$ cat config.mk
export PLATFORM = sky130hd
export DESIGN_NAME = servo_channel_output_shaper_unit
export DESIGN_NICKNAME = d
export VERILOG_FILES = /design/src/design/scos_pkg.sv /design/src/design/scos_ctrl.sv /design/src/design/scos_dp.sv /design/src/design/servo_channel_output_shaper_unit.sv
export SDC_FILE = /design/constraint.sdc
export NUM_CORES = 2
export LEC_CHECK = 0
export BUFFER_PORTS_ARGS = -buffer_cell sky130_fd_sc_hd__buf_2
export CAP_MARGIN = 10
export CORE_MARGIN = 2
export CORE_UTILIZATION = 55
export DETAILED_ROUTE_END_ITERATION = 12
export PLACE_DENSITY = 0.75
export SLEW_MARGIN = 20
export SYNTH_ARGS = -nofsm -noshare
export SYNTH_HDL_FRONTEND = slang
export SYNTH_SLANG_ARGS = --single-unit
$ cat constraint.sdc
create_clock -name clk -period 8.5 [get_ports clk]
set_input_delay 1.275 -clock clk [delete_from_list [all_inputs] [get_ports clk]]
set_output_delay 1.275 -clock clk [all_outputs]
set_load 0.005 [all_outputs]
$ cat src/design/scos_pkg.sv
package scos_pkg;

  localparam int ENDPOINT_SCALE = 100;
  localparam int SUBTRIM_STEP   = 2;
  localparam int TRAVEL_LIMIT   = 640;
  localparam int SLOW_MAX       = 100;
  localparam int STICK_SPAN     = 512;
  localparam int WINDOW_MS      = 15;
  localparam int SERVO_MAX      = 4095;

  // |mix| * endpoint, then divide by ENDPOINT_SCALE via reciprocal (exact for PROD_W bits)
  localparam int MAG_W     = 12;
  localparam int PROD_W    = 20;
  localparam int DIV_SHIFT = PROD_W + $clog2(ENDPOINT_SCALE);
  localparam int RECIP_W   = PROD_W + 1;
  localparam logic [RECIP_W-1:0] DIV_RECIP =
    RECIP_W'(((64'(1) << DIV_SHIFT) + 64'(ENDPOINT_SCALE) - 64'(1)) / 64'(ENDPOINT_SCALE));
  localparam int TGT_W     = PROD_W + 2;
  localparam int MAP_W     = 23;
  localparam int SV_W      = 16;

  localparam logic CFG_CENTER = 1'b0;
  localparam logic CFG_SPAN   = 1'b1;

  typedef logic signed [10:0] value_t;

  typedef struct packed {
    logic latch;
    logic tick;
    logic update;
    logic push;
  } scos_cmd_t;

  typedef struct packed {
    logic is_tick;
    logic ch_bad;
    logic out_free;
  } scos_sts_t;

endpackage

$ cat src/design/scos_ctrl.sv
module scos_ctrl (
  input  logic                clk,
  input  logic                rst_n,
  input  logic                in_tvalid,
  output logic                in_tready,
  input  scos_pkg::scos_sts_t sts_i,
  output scos_pkg::scos_cmd_t cmd_o
);

  typedef enum logic [5:0] {
    ST_IDLE = 6'b000001,
    ST_MUL  = 6'b000010,
    ST_DIV  = 6'b000100,
    ST_UPD  = 6'b001000,
    ST_MAP  = 6'b010000,
    ST_OUT  = 6'b100000
  } state_t;

  state_t state_r, state_nxt;

  always_comb begin
    state_nxt    = state_r;
    cmd_o        = '0;
    in_tready    = 1'b0;
    case (state_r)
      ST_IDLE: begin
        in_tready = 1'b1;
        if (in_tvalid) begin
          cmd_o.latch = 1'b1;
          state_nxt   = ST_MUL;
        end
      end
      ST_MUL: begin
        // ticks finish here; value requests on a missing channel are dropped
        if (sts_i.is_tick) begin
          cmd_o.tick = 1'b1;
          state_nxt  = ST_IDLE;
        end else if (sts_i.ch_bad) begin
          state_nxt = ST_IDLE;
        end else begin
          state_nxt = ST_DIV;
        end
      end
      ST_DIV: state_nxt = ST_UPD;
      ST_UPD: begin
        cmd_o.update = 1'b1;
        state_nxt    = ST_MAP;
      end
      ST_MAP: state_nxt = ST_OUT;
      ST_OUT: begin
        if (sts_i.out_free) begin
          cmd_o.push = 1'b1;
          state_nxt  = ST_IDLE;
        end
      end
      default: state_nxt = ST_IDLE;
    endcase
  end

  always_ff @(posedge clk) begin
    if (!rst_n) begin
      state_r <= ST_IDLE;
    end else begin
      state_r <= state_nxt;
    end
  end

  a_push_only_when_free: assert property (@(posedge clk) disable iff (!rst_n)
    cmd_o.push |-> sts_i.out_free)
    else $error("result pushed into a full output register");

  a_accept_starts_work: assert property (@(posedge clk) disable iff (!rst_n)
    (in_tvalid && in_tready) |=> (state_r == ST_MUL))
    else $error("accepted request did not start processing");

  a_update_then_map: assert property (@(posedge clk) disable iff (!rst_n)
    cmd_o.update |=> (state_r == ST_MAP) ##1 (state_r == ST_OUT))
    else $error("store update not followed by mapping");

endmodule

$ cat src/design/scos_dp.sv
module scos_dp #(
  parameter int CHANNELS = 8
) (
  input  logic                clk,
  input  logic                rst_n,
  input  logic [79:0]         in_tdata,
  input  logic                in_tuser,
  input  logic                cfg_we,
  input  logic [0:0]          cfg_addr,
  input  logic [11:0]         cfg_wdata,
  input  scos_pkg::scos_cmd_t cmd_i,
  output scos_pkg::scos_sts_t sts_o,
  output logic                out_tvalid,
  input  logic                out_tready,
  output logic [31:0]         out_tdata
);

  localparam int IDX_W = (CHANNELS > 1) ? $clog2(CHANNELS) : 1;

  // latched request
  logic        tick_r;
  logic [31:0] now_r;
  logic [2:0]  ch_r;
  logic signed [11:0] mix_r;
  logic [7:0]  epn_r, epp_r;
  logic        rev_r;
  logic signed [7:0] sub_r;
  logic [7:0]  slow_r;

  logic [11:0] center_r;
  logic [10:0] span_r;
  logic        active_r;
  logic [31:0] next_win_r;
  scos_pkg::value_t store_r [CHANNELS];

  logic [scos_pkg::PROD_W-1:0] prod_r;
  logic [scos_pkg::PROD_W-1:0] quo_r;
  scos_pkg::value_t            new_r;
  logic signed [scos_pkg::MAP_W-1:0] map_r;

  logic        out_valid_r;
  logic [2:0]  out_ch_r;
  logic [10:0] out_val_r;
  logic [11:0] out_servo_r;

  logic [IDX_W-1:0] idx;
  logic [scos_pkg::MAG_W-1:0] mag;
  logic [7:0] ep;
  logic [scos_pkg::PROD_W+scos_pkg::RECIP_W-1:0] recip_prod;

  logic signed [scos_pkg::TGT_W-1:0] scaled, trim, tgt_sum;
  scos_pkg::value_t tgt, cur, stepped, new_val;
  logic        slow_en;
  logic [7:0]  ds;
  logic signed [11:0] dv;
  logic [11:0] dv_abs;

  logic signed [31:0] delta;
  logic signed [scos_pkg::SV_W-1:0] sv_sum;
  logic [11:0] servo;

  assign idx        = IDX_W'(ch_r);
  assign mag        = mix_r[11] ? scos_pkg::MAG_W'(-mix_r) : scos_pkg::MAG_W'(mix_r);
  assign ep         = mix_r[11] ? epn_r : epp_r;
  assign recip_prod = scos_pkg::PROD_W'(prod_r) * scos_pkg::DIV_RECIP;

  assign sts_o.is_tick  = tick_r;
  assign sts_o.ch_bad   = (5'(ch_r) >= 5'(CHANNELS));
  assign sts_o.out_free = !out_valid_r || out_tready;

  // target: sign, reverse, subtrim, clamp
  always_comb begin
    scaled = $signed({2'b00, quo_r});
    if (mix_r[11] ^ rev_r) begin
      scaled = -scaled;
    end
    trim    = scos_pkg::TGT_W'(sub_r) * scos_pkg::TGT_W'(scos_pkg::SUBTRIM_STEP);
    tgt_sum = scaled + trim;
    if (tgt_sum > scos_pkg::TGT_W'(scos_pkg::TRAVEL_LIMIT)) begin
      tgt = 11'(scos_pkg::TRAVEL_LIMIT);
    end else if (tgt_sum < -scos_pkg::TGT_W'(scos_pkg::TRAVEL_LIMIT)) begin
      tgt = -11'(scos_pkg::TRAVEL_LIMIT);
    end else begin
      tgt = 11'(tgt_sum);
    end
  end

  // slewing toward the target
  always_comb begin
    cur     = store_r[idx];
    slow_en = (slow_r != 8'd0) && (slow_r <= 8'(scos_pkg::SLOW_MAX));
    ds      = 8'(scos_pkg::SLOW_MAX) - slow_r + 8'd1;
    dv      = 12'(tgt) - 12'(cur);
    dv_abs  = dv[11] ? 12'(-dv) : 12'(dv);
    stepped = dv[11] ? 11'(12'(cur) - $signed({4'b0000, ds}))
                     : 11'(12'(cur) + $signed({4'b0000, ds}));
    if (!slow_en) begin
      new_val = tgt;
    end else if (!active_r) begin
      new_val = cur;
    end else if (dv_abs < {4'b0000, ds}) begin
      new_val = tgt;
    end else begin
      new_val = stepped;
    end
  end

  // pulse mapping, truncating toward zero
  always_comb begin
    delta  = 32'(map_r) / scos_pkg::STICK_SPAN;
    sv_sum = $signed({4'b0000, center_r}) + scos_pkg::SV_W'(delta);
    if (sv_sum < 0) begin
      servo = 12'd0;
    end else if (sv_sum > scos_pkg::SV_W'(scos_pkg::SERVO_MAX)) begin
      servo = 12'(scos_pkg::SERVO_MAX);
    end else begin
      servo = 12'(sv_sum);
    end
  end

  always_ff @(posedge clk) begin
    if (cmd_i.latch) begin
      tick_r <= in_tuser;
      now_r  <= in_tdata[31:0];
      ch_r   <= in_tdata[34:32];
      mix_r  <= $signed(in_tdata[46:35]);
      epn_r  <= in_tdata[54:47];
      epp_r  <= in_tdata[62:55];
      rev_r  <= in_tdata[63];
      sub_r  <= $signed(in_tdata[71:64]);
      slow_r <= in_tdata[79:72];
    end
    prod_r <= scos_pkg::PROD_W'(mag * ep);
    quo_r  <= scos_pkg::PROD_W'(recip_prod >> scos_pkg::DIV_SHIFT);
    if (cmd_i.update) begin
      new_r <= new_val;
    end
    map_r <= scos_pkg::MAP_W'(new_r) * $signed({1'b0, span_r});
    if (cmd_i.push) begin
      out_ch_r    <= ch_r;
      out_val_r   <= new_r;
      out_servo_r <= servo;
    end
  end

  always_ff @(posedge clk) begin
    if (!rst_n) begin
      center_r    <= 12'd1500;
      span_r      <= 11'd500;
      active_r    <= 1'b0;
      next_win_r  <= '0;
      out_valid_r <= 1'b0;
      for (int i = 0; i < CHANNELS; i++) begin
        store_r[i] <= '0;
      end
    end else begin
      if (cfg_we) begin
        case (cfg_addr)
          scos_pkg::CFG_CENTER: center_r <= cfg_wdata;
          scos_pkg::CFG_SPAN:   span_r   <= cfg_wdata[10:0];
          default: ;
        endcase
      end
      if (cmd_i.tick) begin
        if (next_win_r <= now_r) begin
          next_win_r <= now_r + 32'(scos_pkg::WINDOW_MS);
          active_r   <= 1'b1;
        end else begin
          active_r <= 1'b0;
        end
      end
      if (cmd_i.update) begin
        store_r[idx] <= new_val;
      end
      if (cmd_i.push) begin
        out_valid_r <= 1'b1;
      end else if (out_tready) begin
        out_valid_r <= 1'b0;
      end
    end
  end

  assign out_tvalid = out_valid_r;
  assign out_tdata  = {6'b000000, out_servo_r, out_val_r, out_ch_r};

  a_shaped_in_travel: assert property (@(posedge clk) disable iff (!rst_n)
    cmd_i.push |-> (int'(new_r) <= scos_pkg::TRAVEL_LIMIT &&
                    int'(new_r) >= -scos_pkg::TRAVEL_LIMIT))
    else $error("shaped value beyond travel limit");

endmodule

$ cat src/design/servo_channel_output_shaper_unit.sv
// Servo channel output shaper.
// Input stream (in_*): one request per handshake. in_tuser = 0 is a channel value
// request, which returns one result; in_tuser = 1 is a timing tick carrying the
// millisecond time, which opens or closes the 15 ms slow-update window and
// returns nothing. Value requests for a channel at or above CHANNELS are dropped.
// Output stream (out_*): channel, stored shaped value and servo pulse value.
// Config port: cfg_we writes cfg_wdata to register cfg_addr (0 centre, 1 span)
// in the same cycle; write only while the unit is idle.
// Sequencing: requests are handled one at a time by a six-state sequencer. A value
// request is accepted, then passes the endpoint multiply, reciprocal divide, target
// and slew update, span multiply and output states before its result sits in
// the output register; the output state waits for a free output register, and
// only then is the next request accepted. A tick completes in the multiply state.
// The output register frees the input side: a new request is accepted while a
// result waits; if the receiver stalls, the next result holds in the sequencer.
// Reset (synchronous, rst_n low) clears all channel values to zero, closes the
// slow window, zeroes the window time and restores centre 1500 and span 500.
module servo_channel_output_shaper_unit #(
  parameter int CHANNELS = 8
) (
  input  logic        clk,
  input  logic        rst_n,
  input  logic        in_tvalid,
  output logic        in_tready,
  // now_ms[31:0], channel[34:32], mix_value[46:35], endpoint_negative[54:47],
  // endpoint_positive[62:55], reverse[63], subtrim[71:64], slow_setting[79:72]
  input  logic [79:0] in_tdata,
  // req_type
  input  logic        in_tuser,
  output logic        out_tvalid,
  input  logic        out_tready,
  // out_channel[2:0], shaped_value[13:3], servo_value[25:14], zero pad
  output logic [31:0] out_tdata,
  input  logic        cfg_we,
  input  logic [0:0]  cfg_addr,
  input  logic [11:0] cfg_wdata
);

  scos_pkg::scos_cmd_t cmd;
  scos_pkg::scos_sts_t sts;

  scos_ctrl u_ctrl (
    .clk       (clk),
    .rst_n     (rst_n),
    .in_tvalid (in_tvalid),
    .in_tready (in_tready),
    .sts_i     (sts),
    .cmd_o     (cmd)
  );

  scos_dp #(
    .CHANNELS (CHANNELS)
  ) u_dp (
    .clk        (clk),
    .rst_n      (rst_n),
    .in_tdata   (in_tdata),
    .in_tuser   (in_tuser),
    .cfg_we     (cfg_we),
    .cfg_addr   (cfg_addr),
    .cfg_wdata  (cfg_wdata),
    .cmd_i      (cmd),
    .sts_o      (sts),
    .out_tvalid (out_tvalid),
    .out_tready (out_tready),
    .out_tdata  (out_tdata)
  );

endmodule
==> metrics.yaml <==
run_status:
  outcome: "complete, no violations"
place:
  dpl_worst_slack_ps: -192
  post-place-cells: 3996
  gp_congestion: 0.917
  cell_area_after_placement_mm2: 0.0331
  portBuffers: 126
  detailed_place_hpwl_um: 55600
detailed_routing:
  vias: 22800
  drc_errors: 0
  drtIter0Drc: 1620
  drt_pass_1_iters: 5
  via_per_inst: 5.56
  final_routed_wirelength_across_all_metal_layers_um: 72100
  ant_nets: 0
  drt-wirelength-per-cell_um: 17.6
timing:
  setup-tns-final_ps: 0
  final-hold-violation-count: 0
  period_share_pct: 99.8
  clock-skew-final_ps: 21.5
  rsz_0062_raised_after_global_routing: "true"
  worstMarginPinSlew_ps: 947
  final.min_clock_period_ps: 8480
  finalSetupViolCount: 0
  maxClockFrequency_mhz: 118
  final-max-slew-violation-count: 0
  timing.slew.headroom_pct: 35.1
  layout_setup_ws_ps: 20.3
floorplanning:
  placement_rows: 87
  design.die.area_mm2: 0.0587
  initial_core_util_pct: 55.5
  die_height_um: 242
  core_area_mm2: 0.0563
  floorplan.io_pins: 133
  floorplan.die.width_um: 242
clocking:
  cts_buffers: 38
  clk_root_buffer_cell: "sky130_fd_sc_hd__clkbuf_16"
  clock_tree_from_tritoncts: "built"
  cts-htree-levels: 2
  clk-insertion-delay-late_ps: 570
  cts_buffer_depth: 3
  cts_hold_buffers: 0
  clk_sink_count: 329
  path_clk_slew_ps: 60
setup_path:
  path_depth: 36
  critPathArrivalTime_ps: 8780
  slowest_cell_on_the_critical_path: "sky130_fd_sc_hd__or4_4"
  regToRegStartpoint: "u_dp.quo_r[6]"
  r2r_slack_ps: 20
  timing.critical_path.from: "u_dp.quo_r[6]"
  required_time_at_the_worst_slack_endpoint_ps: 8800
  cp.buffers_inverters: 2
  timing.critical_path.fanout_max: 5
  r2r_end: "u_dp.store_r[4][10]"
  timing.critical_path.max_delay_family: "simple AND/OR/NAND/NOR gates"
  critPathCaptureType: "flop"
  setup.worst_path.start_class: "flop"
  path_class: "flop to flop"
  cp-endpoint: "u_dp.store_r[4][10]"
  reg2reg_depth: 36
  critPathMaxStageDelay_ps: 570
global_routing:
  grt_first_pass_wirelength_um: 117000
  number_of_global_route_vias_before_repair: 23100
  grt_antenna_before_repair: 2
  grt_start_max_net_pins: 62
  grt_remaining_overflow: 0
  track_usage_pct: 24.6
yosys:
  synth_edf_count: 206
  ys_ff_latch: 329
  postSynthAreaPerCell_um2: 10.0
  synth_warnings: 0
  syn_std_cell_area_mm2: 0.0312
  yosys_most_used_dff: "sky130_fd_sc_hd__edfxtp_1"
  async_flop_share_pct: 0
  synth.yosys.seq_area_share_pct: 27.7
  synth_cell_types: 96
  netlist_instances: 3113
layout:
  finalInstanceArea_mm2: 0.0351
  fin_nets: 4135
  fin_cells: 4100
  layout-area-overhead-vs-synth_pct: 12.6
  final_layout_size_suffix_gt1_share_pct: 13.3
  layout.cells.most_common: "sky130_fd_sc_hd__inv_1"
  layout.cells.most_common_list: "458 x sky130_fd_sc_hd__inv_1, 429 x sky130_fd_sc_hd__ha_1, 289 x sky130_fd_sc_hd__fa_1"
min_path:
  timing.hold.worst.class: "flop to flop"
flow_run:
  maximum_capacitance_violations: 0
[flip-flops by register name, indices dropped and copies added (netlist names), 3 cells and up, named ones only]
name              flops
u_dp.now_r           32
u_dp.out_servo_r     12
u_dp.epn_r            8
u_dp.prod_r          20
u_dp.quo_r           14
u_dp.epp_r            8
u_dp.span_r          11
u_dp.ch_r             3
u_dp.out_val_r       11
u_dp.next_win_r      32
u_dp.out_ch_r         3
u_dp.store_r         88
u_dp.map_r           23
u_dp.new_r           11
u_dp.slow_r           8
u_dp.center_r        12
u_dp.mix_r           12
u_dp.sub_r            8
u_ctrl.state_r        6
[layer usage]
| layer | track usage, % | part of all wire (%) | vias to the layer above |
|---|---|---|---|
| li1 | - | - | 11000 |
| met1 | 33.5 | 43 | 11100 |
| met2 | 41.0 | 48 | 641 |
| met3 | 3.52 | 5.7 | 152 |
| met4 | 7.08 | 3.1 | 0 |
| met5 | 0 | 0 | - |
[worst reg2reg max path: cells and delay by family (launching register included)]
family / cells / cell delay, ps
AND/OR/NAND/NOR: 14 / 3220
flip-flops: 1 / 330
AO/OA/AOI/OAI: 15 / 2960
multiplexers: 1 / 340
XOR/XNOR: 1 / 120
buffers and inverters: 2 / 290
adder cells (fa/ha/maj): 3 / 950
[per-stage QoR]
| step | util, % | hold slack (ps) |
|---|---|---|
| CTS | 61.2 | 448 |
| detailed placement | 58.9 | 449 |
| finish | 62.5 | 442 |
| global placement | 58.9 | 430 |
| floorplan | - | 417 |
| global route | 62.5 | 478 |
[cell usage after synthesis (13+ instances only)]
cell | instances | area share (%)
sky130_fd_sc_hd__o21ai_0 | 84 | 1.3
sky130_fd_sc_hd__nor4_1 | 15 | 0.30
sky130_fd_sc_hd__edfxtp_1 | 206 | 20
sky130_fd_sc_hd__a21oi_1 | 99 | 1.6
sky130_fd_sc_hd__a21o_1 | 39 | 0.94
sky130_fd_sc_hd__a211oi_1 | 42 | 1.0
sky130_fd_sc_hd__mux4_2 | 22 | 1.6
sky130_fd_sc_hd__or3_1 | 13 | 0.26
sky130_fd_sc_hd__nor2_1 | 277 | 3.3
sky130_fd_sc_hd__and3_1 | 22 | 0.44
sky130_fd_sc_hd__ha_1 | 433 | 17
sky130_fd_sc_hd__nor3_1 | 36 | 0.58
sky130_fd_sc_hd__nand3_1 | 55 | 0.88
sky130_fd_sc_hd__nor2b_1 | 28 | 0.56
sky130_fd_sc_hd__xnor2_1 | 107 | 3.0
sky130_fd_sc_hd__a21boi_0 | 14 | 0.34
sky130_fd_sc_hd__dfxtp_1 | 123 | 7.9
sky130_fd_sc_hd__nand2b_1 | 43 | 0.86
sky130_fd_sc_hd__and2_1 | 80 | 1.6
sky130_fd_sc_hd__clkbuf_1 | 71 | 0.85
sky130_fd_sc_hd__mux2i_1 | 21 | 0.67
sky130_fd_sc_hd__nand4_1 | 24 | 0.48
sky130_fd_sc_hd__xor2_1 | 29 | 0.81
sky130_fd_sc_hd__nand2_1 | 249 | 3.0
sky130_fd_sc_hd__fa_1 | 289 | 19
sky130_fd_sc_hd__inv_1 | 460 | 5.5
[worst min path at each step]
| stage | start | endpoint | slack [ps] | cells past startpoint |
|---|---|---|---|---|
| 6_report | u_dp.tick_r | u_ctrl.state_r[2] | 440 | 1 |
| 3_3_place_gp | u_dp.tick_r | u_ctrl.state_r[2] | 430 | 1 |
| 4_1_cts | u_dp.tick_r | u_ctrl.state_r[2] | 450 | 1 |
| 5_1_grt | u_dp.tick_r | u_ctrl.state_r[2] | 480 | 1 |
| 3_5_place_dp | u_dp.tick_r | u_ctrl.state_r[2] | 450 | 1 |
| 2_1_floorplan | u_dp.tick_r | u_ctrl.state_r[2] | 420 | 1 |
[repair_timing]
| action | CTS | global route |
|---|---|---|
| gates cloned | 0 | 7 |
| pin swaps | 4 | 45 |
| setup endpoints to repair | 9 | 99 |
| setup buffers | 3 | 24 |
| resized for setup | 2 | 93 |
[final cells by class]
class | count | area (um2)
clock inverter | 28 | 314
clock buffer | 41 | 982
tap | 756 | 946
antenna | 1 | 2.50
timing repair buffer | 243 | 1520
sequential | 329 | 8650
inverter | 464 | 1740
fill | 4471 | 21100
multi-input combinational | 2238 | 21000
[cells by family after synthesis]
logic type / synth area share [%]
AOI/OAI and AO/OA: 9.56
and+or+nand+nor: 13.5
other: 0.0120
adders and majority gates: 35.9
xor gates and xnor gates: 3.82
buffers and inverters: 6.79
muxes: 2.69
DFF: 27.7
Power is left out: the tool's default activity adds up to more than one toggle a clock period on the data nets, which glitch-free logic cannot reach.
